`config.mk`:
```
export PLATFORM = sky130hd
export DESIGN_NAME = variable_speed_phase_timebase_core
export DESIGN_NICKNAME = d
export VERILOG_FILES = /design/src/hdl/vsptb_pkg.sv /design/src/hdl/variable_speed_phase_timebase_core.sv /design/src/hdl/vsptb_dpath.sv /design/src/hdl/vsptb_ctrl.sv
export SDC_FILE = /design/constraint.sdc
export NUM_CORES = 2
export LEC_CHECK = 0
export ABC_AREA = 1
export BUFFER_PORTS_ARGS = -buffer_cell sky130_fd_sc_hd__buf_2
export CORE_ASPECT_RATIO = 1.75
export CORE_MARGIN = 2
export CORE_UTILIZATION = 40
export DETAILED_ROUTE_END_ITERATION = 16
export PLACE_DENSITY = 0.57
export SKIP_LAST_GASP = 1
export SLEW_MARGIN = 25
export SYNTH_ARGS = -nofsm -noshare
export SYNTH_HDL_FRONTEND = slang
export SYNTH_HIERARCHICAL = 1
export SYNTH_SLANG_ARGS = --single-unit
```
`constraint.sdc`:
```
create_clock -name clk -period 6.8 [get_ports clk]
set_input_delay 1.7 -clock clk [delete_from_list [all_inputs] [get_ports clk]]
set_output_delay 1.7 -clock clk [all_outputs]
set_load 0.02 [all_outputs]
```
`src/hdl/vsptb_pkg.sv`:
```
package vsptb_pkg;

  // Width of the loop counter reported on cycle_count
  localparam int CYCLE_BITS = 32;

  // Width of the phase output port
  localparam int PHASE_OUT_BITS = 16;

  // Speed is given in percent
  localparam logic [6:0] PCT_SCALE = 7'd100;

  // Result action codes
  localparam logic [1:0] ACT_NONE    = 2'd0;
  localparam logic [1:0] ACT_REDRAW  = 2'd1;
  localparam logic [1:0] ACT_WRAP    = 2'd2;
  localparam logic [1:0] ACT_RESTART = 2'd3;

  // Input cmd field codes
  localparam logic CMD_TICK    = 1'b0;
  localparam logic CMD_CONTROL = 1'b1;

  // Datapath operations issued by the controller
  typedef enum logic [3:0] {
    DP_NOP,
    DP_CAPTURE,
    DP_RESTART,
    DP_PAUSE_TICK,
    DP_MUL_DIFF,
    DP_MUL_POS,
    DP_POS_HUNDRED,
    DP_E_HUNDRED,
    DP_DIV_E,
    DP_DIV_MOD,
    DP_DIV_SCALE,
    DP_TICK,
    DP_FREEZE,
    DP_REBASE,
    DP_EMIT
  } dp_op_t;

  // Datapath status seen by the controller
  typedef struct packed {
    logic cmd;
    logic have;
    logic pat_match;
    logic spd_same;
    logic spd_zero;
    logic speed_zero;
    logic div_busy;
  } dp_status_t;

endpackage

```
`src/hdl/variable_speed_phase_timebase_core.sv`:
```
// Speed-scaled animation timebase.
// Input channel (in_valid / in_stall): one transaction per item. cmd = 1 is a
// control update (pattern_select, speed_pct); cmd = 0 is a tick that turns
// now_ms into a phase within loop_length and a completed-loop count.
// Output channel (out_valid / out_stall): exactly one result per item, with
// action, phase and cycle_count.
// Items are handled one at a time by a controller and a datapath with a
// multi-cycle reciprocal multiply for the divide by 100 and one shared radix-2
// divider for the loop length and speed divisions, one quotient bit per cycle.
// Restart, unchanged control, paused tick and tick without pattern skip the
// arithmetic; a running tick or pause uses the reciprocal multiply and then the
// divider, a resume from pause the times-100 step and the divider, and any other
// speed change the reciprocal multiply, the times-100 step and then the divider.
// A new item is taken in the cycle after its predecessor's result is queued.
// The result sits in an output register; while out_stall holds it, the block
// still accepts and works the next item and waits only to hand over its result.
// Reset (rst, synchronous) clears the timebase: no pattern, phase 0, count 0;
// a tick before the first control update reports action none.
module variable_speed_phase_timebase_core #(
  parameter int TIME_BITS   = 32,
  parameter int LENGTH_BITS = 16
) (
  input  logic                   clk,
  input  logic                   rst,
  input  logic                   in_valid,
  output logic                   in_stall,
  input  logic                   cmd,
  input  logic [TIME_BITS-1:0]   now_ms,
  input  logic [7:0]             speed_pct,
  input  logic [7:0]             pattern_select,
  input  logic [LENGTH_BITS-1:0] loop_length,
  output logic                   out_valid,
  input  logic                   out_stall,
  output logic [1:0]             action,
  output logic [15:0]            phase,
  output logic [31:0]            cycle_count
);
  import vsptb_pkg::*;

  dp_op_t     op;
  dp_status_t status;

  vsptb_ctrl u_ctrl (
    .clk       (clk),
    .rst       (rst),
    .in_valid  (in_valid),
    .in_stall  (in_stall),
    .out_valid (out_valid),
    .out_stall (out_stall),
    .status    (status),
    .op        (op)
  );

  vsptb_dpath #(
    .TIME_BITS   (TIME_BITS),
    .LENGTH_BITS (LENGTH_BITS)
  ) u_dpath (
    .clk            (clk),
    .rst            (rst),
    .op             (op),
    .status         (status),
    .cmd            (cmd),
    .now_ms         (now_ms),
    .speed_pct      (speed_pct),
    .pattern_select (pattern_select),
    .loop_length    (loop_length),
    .action         (action),
    .phase          (phase),
    .cycle_count    (cycle_count)
  );

endmodule

```
`src/hdl/vsptb_dpath.sv`:
```
module vsptb_dpath #(
  parameter int TIME_BITS   = 32,
  parameter int LENGTH_BITS = 16
) (
  input  logic                   clk,
  input  logic                   rst,
  input  vsptb_pkg::dp_op_t      op,
  output vsptb_pkg::dp_status_t  status,
  input  logic                   cmd,
  input  logic [TIME_BITS-1:0]   now_ms,
  input  logic [7:0]             speed_pct,
  input  logic [7:0]             pattern_select,
  input  logic [LENGTH_BITS-1:0] loop_length,
  output logic [1:0]             action,
  output logic [15:0]            phase,
  output logic [31:0]            cycle_count
);
  import vsptb_pkg::*;

  localparam int TW    = TIME_BITS;
  localparam int LB    = LENGTH_BITS;
  localparam int MW    = TW + 8;                       // (now - start) * speed
  localparam int EW    = TW + 2;                       // scaled elapsed time
  localparam int PW    = CYCLE_BITS + LB;              // cycle * length + phase
  localparam int SW    = ((EW > PW) ? EW : PW) + 7;    // anything times 100
  localparam int DIV_W = SW;
  localparam int DVW   = (LB > 8) ? LB : 8;
  localparam int CW    = $clog2(DIV_W + 1);
  localparam int SH_M  = DIV_W - EW;
  localparam int PX    = (LB > PHASE_OUT_BITS) ? LB : PHASE_OUT_BITS;

  // Divide by 100 as a multiply by ceil(2^RK / 100), 16 reciprocal bits a cycle;
  // exact for dividends below 2^MW since the rounding error stays under 2^7
  localparam int RK    = MW + 7;
  localparam int RC    = (MW + 16) / 16;
  localparam int RW    = 16 * RC;
  localparam int AW    = MW + RW;
  localparam int PRW   = MW + 16;
  localparam int MCW   = $clog2(RC + 1);
  localparam logic [63:0] RECIP = ((64'd1 << RK) + 64'd99) / 64'd100;

  // Timebase state
  logic            st_have;
  logic [7:0]      st_pid;
  logic [TW-1:0]   st_start;
  logic [LB-1:0]   st_phase;
  logic [CYCLE_BITS-1:0] st_cycle;
  logic [7:0]      st_speed;

  // Captured transaction
  logic            in_cmd;
  logic [TW-1:0]   in_now;
  logic [7:0]      in_spd;
  logic [7:0]      in_sel;
  logic [LB-1:0]   in_dur;

  // Work registers
  logic [DIV_W-1:0] prod;
  logic [1:0]       act;

  // Reciprocal multiply for the divide by 100
  logic [AW-1:0]    acc;
  logic [RW-1:0]    rcp;
  logic [MCW-1:0]   mcnt;
  logic [PRW-1:0]   rcp_part;
  logic [EW-1:0]    e_val;

  // Shared restoring divider
  logic [DIV_W-1:0] quo;
  logic [DVW-1:0]   rem;
  logic [DVW-1:0]   divisor;
  logic [CW-1:0]    cnt;
  logic [DVW:0]     trial;
  logic [DVW:0]     diff_rem;
  logic             take;

  // Arithmetic ahead of the work registers
  logic [TW-1:0]  elapsed;
  logic [MW-1:0]  mul_diff;
  logic [PW-1:0]  mul_pos;
  logic [SW-1:0]  pos_hundred;
  logic [SW-1:0]  e_hundred;
  logic [PX-1:0]  phase_ext;

  assign elapsed     = in_now - st_start;
  assign mul_diff    = MW'(elapsed) * MW'(st_speed);
  assign mul_pos     = PW'(st_cycle) * PW'(in_dur) + PW'(st_phase);
  assign pos_hundred = SW'(prod[PW-1:0]) * SW'(PCT_SCALE);
  assign e_hundred   = SW'(e_val) * SW'(PCT_SCALE);
  assign phase_ext   = PX'(st_phase);

  assign rcp_part = PRW'(prod[MW-1:0]) * PRW'(rcp[RW-1 -: 16]);
  assign e_val    = acc[RK +: EW];

  assign trial    = {rem, quo[DIV_W-1]};
  assign diff_rem = trial - {1'b0, divisor};
  assign take     = (trial >= {1'b0, divisor});

  // Status to controller
  assign status.cmd        = in_cmd;
  assign status.have       = st_have;
  assign status.pat_match  = (in_sel == st_pid);
  assign status.spd_same   = (in_spd == st_speed);
  assign status.spd_zero   = (in_spd == 8'd0);
  assign status.speed_zero = (st_speed == 8'd0);
  assign status.div_busy   = (cnt != '0) || (mcnt != '0);

  // Timebase state updates
  always_ff @(posedge clk) begin
    if (rst) begin
      st_have  <= 1'b0;
      st_pid   <= '0;
      st_start <= '0;
      st_phase <= '0;
      st_cycle <= '0;
      st_speed <= '0;
    end else begin
      unique case (op)
        DP_RESTART: begin
          st_have  <= 1'b1;
          st_pid   <= in_sel;
          st_start <= in_now;
          st_phase <= '0;
          st_cycle <= '0;
          st_speed <= in_spd;
        end
        DP_TICK: begin
          st_phase <= rem[LB-1:0];
          st_cycle <= quo[CYCLE_BITS-1:0];
        end
        DP_FREEZE: begin
          st_phase <= rem[LB-1:0];
          st_speed <= in_spd;
        end
        DP_REBASE: begin
          st_start <= in_now - quo[TW-1:0];
          st_speed <= in_spd;
        end
        default: begin
        end
      endcase
    end
  end

  // Capture, products, action and result registers
  always_ff @(posedge clk) begin
    unique case (op)
      DP_CAPTURE: begin
        in_cmd <= cmd;
        in_now <= now_ms;
        in_spd <= speed_pct;
        in_sel <= pattern_select;
        in_dur <= (loop_length == '0) ? LB'(1) : loop_length;
        act    <= ACT_NONE;
      end
      DP_RESTART:     act  <= ACT_RESTART;
      DP_PAUSE_TICK:  act  <= ACT_REDRAW;
      DP_TICK:        act  <= (quo[CYCLE_BITS-1:0] != st_cycle) ? ACT_WRAP : ACT_REDRAW;
      DP_MUL_DIFF:    prod <= DIV_W'(mul_diff);
      DP_MUL_POS:     prod <= DIV_W'(mul_pos);
      DP_POS_HUNDRED: prod <= pos_hundred;
      DP_E_HUNDRED:   prod <= e_hundred;
      DP_EMIT: begin
        action      <= act;
        phase       <= phase_ext[PHASE_OUT_BITS-1:0];
        cycle_count <= st_cycle;
      end
      default: begin
      end
    endcase
  end

  // Reciprocal step counter
  always_ff @(posedge clk) begin
    if (rst) begin
      mcnt <= '0;
    end else if (op == DP_DIV_E) begin
      mcnt <= MCW'(RC);
    end else if (mcnt != '0) begin
      mcnt <= mcnt - MCW'(1);
    end
  end

  // Scaled elapsed time: multiply-accumulate, top reciprocal chunk first
  always_ff @(posedge clk) begin
    if (op == DP_DIV_E) begin
      acc <= '0;
      rcp <= RW'(RECIP);
    end else if (mcnt != '0) begin
      acc <= {acc[AW-17:0], 16'd0} + AW'(rcp_part);
      rcp <= {rcp[RW-17:0], 16'd0};
    end
  end

  // Divider step counter
  always_ff @(posedge clk) begin
    if (rst) begin
      cnt <= '0;
    end else begin
      unique case (op)
        DP_DIV_MOD:   cnt <= CW'(EW);
        DP_DIV_SCALE: cnt <= CW'(DIV_W);
        default: begin
          if (cnt != '0) begin
            cnt <= cnt - CW'(1);
          end
        end
      endcase
    end
  end

  // Divider operands: one quotient bit per cycle, dividend left-aligned
  always_ff @(posedge clk) begin
    unique case (op)
      DP_DIV_MOD: begin
        quo     <= DIV_W'(e_val) << SH_M;
        rem     <= '0;
        divisor <= DVW'(in_dur);
      end
      DP_DIV_SCALE: begin
        quo     <= prod;
        rem     <= '0;
        divisor <= DVW'(in_spd);
      end
      default: begin
        if (cnt != '0) begin
          rem <= take ? diff_rem[DVW-1:0] : trial[DVW-1:0];
          quo <= {quo[DIV_W-2:0], take};
        end
      end
    endcase
  end

  // A new division never starts over one still running
  a_div_start_idle: assert property (@(posedge clk) disable iff (rst)
    (op == DP_DIV_E || op == DP_DIV_MOD || op == DP_DIV_SCALE) |->
      (cnt == '0 && mcnt == '0))
    else $error("division started while divider busy");

  // Results are only taken from a finished division
  a_div_result_ready: assert property (@(posedge clk) disable iff (rst)
    (op == DP_TICK || op == DP_FREEZE || op == DP_REBASE) |-> cnt == '0)
    else $error("divider result used before it finished");

  // A tick leaves the phase inside the loop
  a_phase_in_loop: assert property (@(posedge clk) disable iff (rst)
    op == DP_TICK |=> st_phase < in_dur)
    else $error("phase outside loop length after tick");

endmodule

```
`src/hdl/vsptb_ctrl.sv`:
```
module vsptb_ctrl (
  input  logic                  clk,
  input  logic                  rst,
  input  logic                  in_valid,
  output logic                  in_stall,
  output logic                  out_valid,
  input  logic                  out_stall,
  input  vsptb_pkg::dp_status_t status,
  output vsptb_pkg::dp_op_t     op
);
  import vsptb_pkg::*;

  typedef enum logic [3:0] {
    S_IDLE,
    S_DECODE,
    S_E_DIV,
    S_E_WAIT,
    S_MOD_WAIT,
    S_POS_HUND,
    S_SCALE_DIV,
    S_SCALE_WAIT,
    S_FINISH
  } state_t;

  state_t state;
  state_t state_next;

  assign in_stall = (state != S_IDLE);

  // Sequencing of datapath operations
  always_comb begin
    state_next = state;
    op         = DP_NOP;
    unique case (state)
      S_IDLE: begin
        if (in_valid) begin
          op         = DP_CAPTURE;
          state_next = S_DECODE;
        end
      end
      S_DECODE: begin
        if (status.cmd == CMD_CONTROL) begin
          if (!status.have || !status.pat_match) begin
            op         = DP_RESTART;
            state_next = S_FINISH;
          end else if (status.spd_same) begin
            state_next = S_FINISH;
          end else if (status.speed_zero) begin
            op         = DP_MUL_POS;
            state_next = S_POS_HUND;
          end else begin
            op         = DP_MUL_DIFF;
            state_next = S_E_DIV;
          end
        end else begin
          if (!status.have) begin
            state_next = S_FINISH;
          end else if (status.speed_zero) begin
            op         = DP_PAUSE_TICK;
            state_next = S_FINISH;
          end else begin
            op         = DP_MUL_DIFF;
            state_next = S_E_DIV;
          end
        end
      end
      S_E_DIV: begin
        op         = DP_DIV_E;
        state_next = S_E_WAIT;
      end
      S_E_WAIT: begin
        if (!status.div_busy) begin
          if (status.cmd == CMD_CONTROL && !status.spd_zero) begin
            op         = DP_E_HUNDRED;
            state_next = S_SCALE_DIV;
          end else begin
            op         = DP_DIV_MOD;
            state_next = S_MOD_WAIT;
          end
        end
      end
      S_MOD_WAIT: begin
        if (!status.div_busy) begin
          op         = (status.cmd == CMD_CONTROL) ? DP_FREEZE : DP_TICK;
          state_next = S_FINISH;
        end
      end
      S_POS_HUND: begin
        op         = DP_POS_HUNDRED;
        state_next = S_SCALE_DIV;
      end
      S_SCALE_DIV: begin
        op         = DP_DIV_SCALE;
        state_next = S_SCALE_WAIT;
      end
      S_SCALE_WAIT: begin
        if (!status.div_busy) begin
          op         = DP_REBASE;
          state_next = S_FINISH;
        end
      end
      S_FINISH: begin
        if (!out_valid || !out_stall) begin
          op         = DP_EMIT;
          state_next = S_IDLE;
        end
      end
      default: begin
        state_next = S_IDLE;
      end
    endcase
  end

  // State and output valid
  always_ff @(posedge clk) begin
    if (rst) begin
      state     <= S_IDLE;
      out_valid <= 1'b0;
    end else begin
      state <= state_next;
      if (op == DP_EMIT) begin
        out_valid <= 1'b1;
      end else if (!out_stall) begin
        out_valid <= 1'b0;
      end
    end
  end

  // A result appears only when an item is finished
  a_out_from_finish: assert property (@(posedge clk) disable iff (rst)
    $rose(out_valid) |-> $past(state == S_FINISH))
    else $error("result raised outside finish");

  // Divider is quiet whenever the block waits for input
  a_idle_div_quiet: assert property (@(posedge clk) disable iff (rst)
    state == S_IDLE |-> !status.div_busy)
    else $error("divider running while idle");

  // The stall releases only after a result was queued or reset
  a_stall_release: assert property (@(posedge clk) disable iff (rst)
    $fell(in_stall) |-> $past(op == DP_EMIT))
    else $error("input released without emitting a result");

endmodule

```
# Word level (Yosys, flattened, before mapping)
# Cells that the tools add are included.
[word_totals]
regBits = 487
input_bits = 69
out_inout_bits = 52
wordCells = 139
[classes]
add_sub_neg = 7
multipliers = 5
magnitude_cmp = 1
n_eq_ne = 30
n_mux = 42
reduce_logical = 29
[op_table]
columns = ["op", "count"]
rows = [
  ["one-hot mux 55 bit (4 select lines)", 1],
  ["one-hot mux 32 bit (2 select lines)", 2],
  ["one-hot mux 55 bit (2 select lines)", 1],
  ["adder 81 x 56 -> 81 bit", 1],
  ["2-to-1 mux 4 bit", 18],
  ["one-hot mux 16 bit (2 select lines)", 2],
  ["subtractor 32 bit", 2],
  ["multiplier 40 x 16 -> 56 bit", 1],
  ["2-to-1 mux 55 bit", 1],
  ["multiplier 48 x 5 -> 53 bit (second input constant)", 1],
  ["adder 48 x 16 -> 48 bit", 1],
  ["multiplier 32 x 16 -> 48 bit", 1],
  ["multiplier 32 x 8 -> 40 bit", 1],
  ["multiplier 34 x 5 -> 39 bit (second input constant)", 1],
  ["one-hot mux 4 bit (9 select lines)", 1],
  ["equality test 4 x 3 -> 1 bit (second input constant)", 8],
  ["equality test 4 bit (second input constant)", 8],
  ["inequality test 32 bit", 1],
  ["one-hot mux 4 bit (8 select lines)", 1],
  [">= comparator 17 x 16 -> 1 bit", 1],
  ["equality test 4 x 2 -> 1 bit (second input constant)", 4],
  ["equality test 8 bit", 2],
  ["logical NOT 16 bit", 1],
  ["logical NOT 8 bit", 2],
  ["other kinds (24)", 51],
]

# Depth between registers and ports, before layout
[logic_depth]
word_depth = 9
depth_mapped = 33
ltp_nobuf = 33

# Hierarchy
# Netlist, hierarchy kept.
[modules_own_cells]
columns = ["mod", "instances", "cells_each", "area_per_inst_um2", "seq_area_each_um2"]
rows = [
  ["vsptb_dpath", 1, 11001, 81345.5, 11461.0],
  ["vsptb_ctrl", 1, 95, 525.5, 100.1],
]

# Worst setup path after synthesis
# No wires, ideal clock.
[synth_timing]
kind = "register to register"
startpoint = "register u_dpath.st_cycle[8]"
endpoint = "register u_dpath.prod[22], data pin"
setup_time_ns = 0.261
arrival_time_ns = 5.401
t_required_ns = 6.539
slack_ns = 1.138
stages_incl_launch_ff = 24
path_buffers = 2
period_less_slack_ns = 5.662
path_cell_list = "dfxtp_1 > clkbuf_1 > clkbuf_1 > nand2_1 > fa_1 > inv_1 > fa_1 > inv_1 > fa_1 > inv_1 > fa_1 > inv_1 > fa_1 > fa_1 > inv_1 > ha_1 > nand2_1 > nor2_1 > nand2_1 > nor4_1 > a21oi_1 > or2_0 > nand3_1 > nand3b_1"
[synth_between]
elab_chain_len = 3
[synth_lines]
columns = ["element", "line_no", "source"]
rows = [
  ["from (decl)", "vsptb_dpath.sv:47", "logic [CYCLE_BITS-1:0] st_cycle;"],
  ["from (signal assigned)", "vsptb_dpath.sv:129", "st_cycle <= quo[CYCLE_BITS-1:0];"],
  ["multiplier 32 x 16 -> 48 bit", "vsptb_dpath.sv:87", "assign mul_pos = PW'(st_cycle) * PW'(in_dur) + PW'(st_phase);"],
  ["adder 48 x 16 -> 48 bit", "vsptb_dpath.sv:87", ""],
  ["one-hot mux 55 bit (4 select lines)", "vsptb_dpath.sv:147", "unique case (op)"],
  ["to (signal assigned)", "vsptb_dpath.sv:159", "DP_MUL_DIFF: prod <= DIV_W'(mul_diff);"],
  ["to (signal assigned)", "vsptb_dpath.sv:160", "DP_MUL_POS: prod <= DIV_W'(mul_pos);"],
  ["to (signal assigned)", "vsptb_dpath.sv:161", "DP_POS_HUNDRED: prod <= pos_hundred;"],
  ["to (decl)", "vsptb_dpath.sv:58", "logic [DIV_W-1:0] prod;"],
]
# Every way passes these cells.
# A chain may end at the register's enable or synchronous reset.

# Worst setup path after layout
[layout_timing]
startpoint = "register u_dpath.st_cycle[23]"
endpoint = "register u_dpath.prod[34], data pin"
# Same word-level chain as after synthesis.

==> results.json <==
{
  "first_global_vias": 77912,
  "grt_pass1_wl_mm": 501,
  "path_delay_family": "adder cells",
  "ant_nets": 0,
  "yosysSeqAreaShare_pct": 14.1,
  "cts_root_buf": "clkbuf_16",
  "area_delta_synth_final_pct": 10.7,
  "initial_core_util_pct": 40.3,
  "crit_required_ps": 7260,
  "cpMostUsedCell": "fa_1",
  "synth_cell_types": 71,
  "final.setup.worst_slack_ps": 133,
  "hold_ws_ps": 453,
  "crit_buf_inv": 5,
  "cp_cell_sequence": "buf_4 -> nand2_1 -> fa_1 -> inv_1 -> fa_1 -> fa_1 -> fa_1 -> fa_1 -> inv_1 -> fa_1 -> inv_1 -> ha_1 -> inv_1 -> o21ai_0 -> a21oi_1 -> o21bai_1 -> a21oi_1 -> nand3_1 -> nand3_1 -> nand4_1",
  "crit_fanout": 14,
  "numCtsBuffers": 55,
  "fp.coreArea_um2": 203000,
  "drc_errors": 0,
  "cts_tree": "yes",
  "antenna_found_initial": 11,
  "first_pass_iters": 6,
  "clock_skew_ps": 45.8,
  "fmax_mhz": 150,
  "rsz0062_at_grt": "true",
  "drive_above_1_share_pct": 7.45,
  "cts_num_sinks": 456,
  "cp-start-kind": "flop",
  "fin_cells": 14091,
  "die_y_um": 602,
  "synth-main-ff-cell": "edfxtp_1",
  "io_pins": 121,
  "max-clock-path-buffers": 3,
  "via_count": 72673,
  "rrSetupSlack_ps": 130,
  "synth_fp_nets": 13098,
  "synthesis.area_um2": 81900,
  "syn_avg_cell_area_um2": 7.38,
  "dpl.cell_count": 13963,
  "max_stage_delay_ps": 630,
  "io_buffers": 120,
  "drv_cap": 0,
  "finalNetCount": 13392,
  "grtUsageTotal_pct": 32.9,
  "clkTransAtPathRegs_ps": 80,
  "fillers": 21024,
  "synth-edff-count": 243,
  "hold_path.class": "reg -> reg",
  "tightest_slew_ps": 1100,
  "clk_latency_ps": 740,
  "finalCriticalPeriod_ps": 6670,
  "die_x_um": 346,
  "critPathArrivalTime_ps": 7130,
  "cp-end-kind": "flop",
  "netlist_instances": 11096,
  "drt-initial-drc-count": 4771,
  "finalCritPeriodShare_pct": 98.0,
  "finish.utilization_pct": 44.6,
  "viasPerCell": 5.16,
  "wl_per_cell_um": 24.3,
  "hold_viol": 0,
  "outcome": "finished clean",
  "place.gp.congestion": 1.03,
  "dieArea_um2": 208000,
  "grt_max_degree": 59,
  "synthArstFlopShare_pct": 0,
  "slew_violations": 0,
  "overflow": 0,
  "ys_seq_elements": 456,
  "row_count": 219,
  "crit_slowest_cell": "dfxtp_1",
  "yosysWarningCount": 6,
  "hpwl_mm": 299,
  "slew_headroom_pct": 26.4,
  "wl_mm": 343,
  "h-tree-depth": 2,
  "dpl_worst_slack_ps": -653,
  "setup_viol": 0,
  "criticalPathCategory": "reg -> reg",
  "hold_buffers": 0
}
-- metrics by stage --
step                      instance area (µm²)  setup TNS, ps
final                                   90600              0
after global routing                    90600          -76.6
after CTS                               90200           -225
after detailed placement                88200          -1460
after global placement                  88200          -1400
after floorplan                         81900              0
-- state kept, by name, summed over array words and instances, names as in the netlist, 32 cells and up --
| register | flops |
|---|---|
| u_dpath/in_now | 32 |
| u_dpath/prod | 55 |
| u_dpath/acc | 81 |
| u_dpath/st_cycle | 32 |
| u_dpath/quo | 55 |
| u_dpath/cycle_count | 32 |
| u_dpath/st_start | 32 |
-- logic make-up (layout without fill, tap and decap cells) --
family	Yosys count	in the layout	share of synthesized area (%)
and+or+nand+nor	4279	4279	21.5
buffers and inverters	3227	3567	14.9
adders and majority gates	1933	1933	40.7
AOI/OAI and AO/OA	1063	1063	7.18
DFF	456	456	14.1
xor gates and xnor gates	138	138	1.57
other	0	3	0
-- area by class of cell --
cell class              instances  area (µm²)  share of cell area [%]
diodes                          3        7.51                 0.00828
repair buffers                540        4370                    4.82
well taps                    2652        3320                    3.66
inverters                    2924       11000                    12.1
flip-flops and latches        456       11600                    12.8
multi-input cells            7413       58400                    64.5
clock buffers                  60        1440                    1.59
clock inverters                43         498                   0.550
-- worst reg2reg max path, delay by kind of cell (launching register included) --
kind / cells / cell delay [ps]
fa+ha+maj: 7 / 3400
compound gates: 4 / 880
buf+inv: 5 / 780
simple gates: 4 / 760
flops: 1 / 630
-- metal layers --
metal	global-route usage (%)	part of all wire [%]	vias to the layer above
li1	-	-	33900
met1	30.7	32	35450
met2	62.0	52	2358
met3	3.61	4.1	957
met4	30.8	12	8
met5	0	0.016	-
-- synthesized netlist by cell type (all sizes together) (4+ instances only) --
cell / instances / area [µm²]
buf: 68 / 318
o221ai: 30 / 263
nor3: 79 / 425
a21boi: 9 / 71.3
o21ai: 350 / 1780
nand2: 2618 / 9900
xnor2: 47 / 419
o22ai: 20 / 125
a21o: 13 / 97.6
and3: 4 / 25.0
nor2: 905 / 3500
clkbuf: 235 / 885
inv: 2920 / 11000
nand4: 77 / 488
o21a: 15 / 113
fa: 1219 / 24400
o2111ai: 12 / 105
o211ai: 15 / 113
and2: 8 / 50.1
ha: 714 / 8930
nand3: 448 / 2270
clkinv: 4 / 15.0
dfxtp: 213 / 4260
nor4: 29 / 209
a221oi: 4 / 35.0
a21oi: 539 / 2740
xor2: 91 / 865
o21bai: 34 / 259
a31oi: 11 / 68.8
edfxtp: 243 / 7300
nand3b: 46 / 349
or2: 64 / 405
-- layout by cell type, fill, tap and decap left out, types with 27 or more instances in the layout --
master     instances
a21oi_1          523
buf_12            49
buf_2            119
buf_4            372
clkbuf_16         57
dfxtp_1          206
edfxtp_1         243
fa_1            1219
ha_1             708
inv_1           2895
nand2_1         2589
nand2_2           27
nand3_1          435
nand3b_1          45
nand4_1           76
nor2_1           872
nor3_1            73
o21ai_0          300
o21ai_1           38
o21bai_1          33
o221ai_1          30
or2_2             45
xnor2_1           43
xor2_1            82
-- path summary, 6_finish.rpt --
| check | from | end | depth (start not counted) |
|---|---|---|---|
| setup / recovery | u_dpath/st_cycle[23] | u_dpath/prod[34] | 20 |
| hold / removal | u_dpath/phase_ext[11] | u_dpath/phase[11] | 0 |
| setup reg to reg | u_dpath/st_cycle[23] | u_dpath/prod[34] | 20 |
| hold reg to reg | u_dpath/phase_ext[11] | u_dpath/phase[11] | 0 |
-- repair_timing --
action | in CTS | in global routing
gates resized for setup | 10 | 58
endpoints found under the hold margin | 0 | 0
pin swaps | 0 | 1
setup endpoints to repair | 12 | 41
buffers inserted | 0 | 22
Power is left out: the tool's default activity adds up to more than one toggle a clock period on the data nets, which glitch-free logic cannot reach.
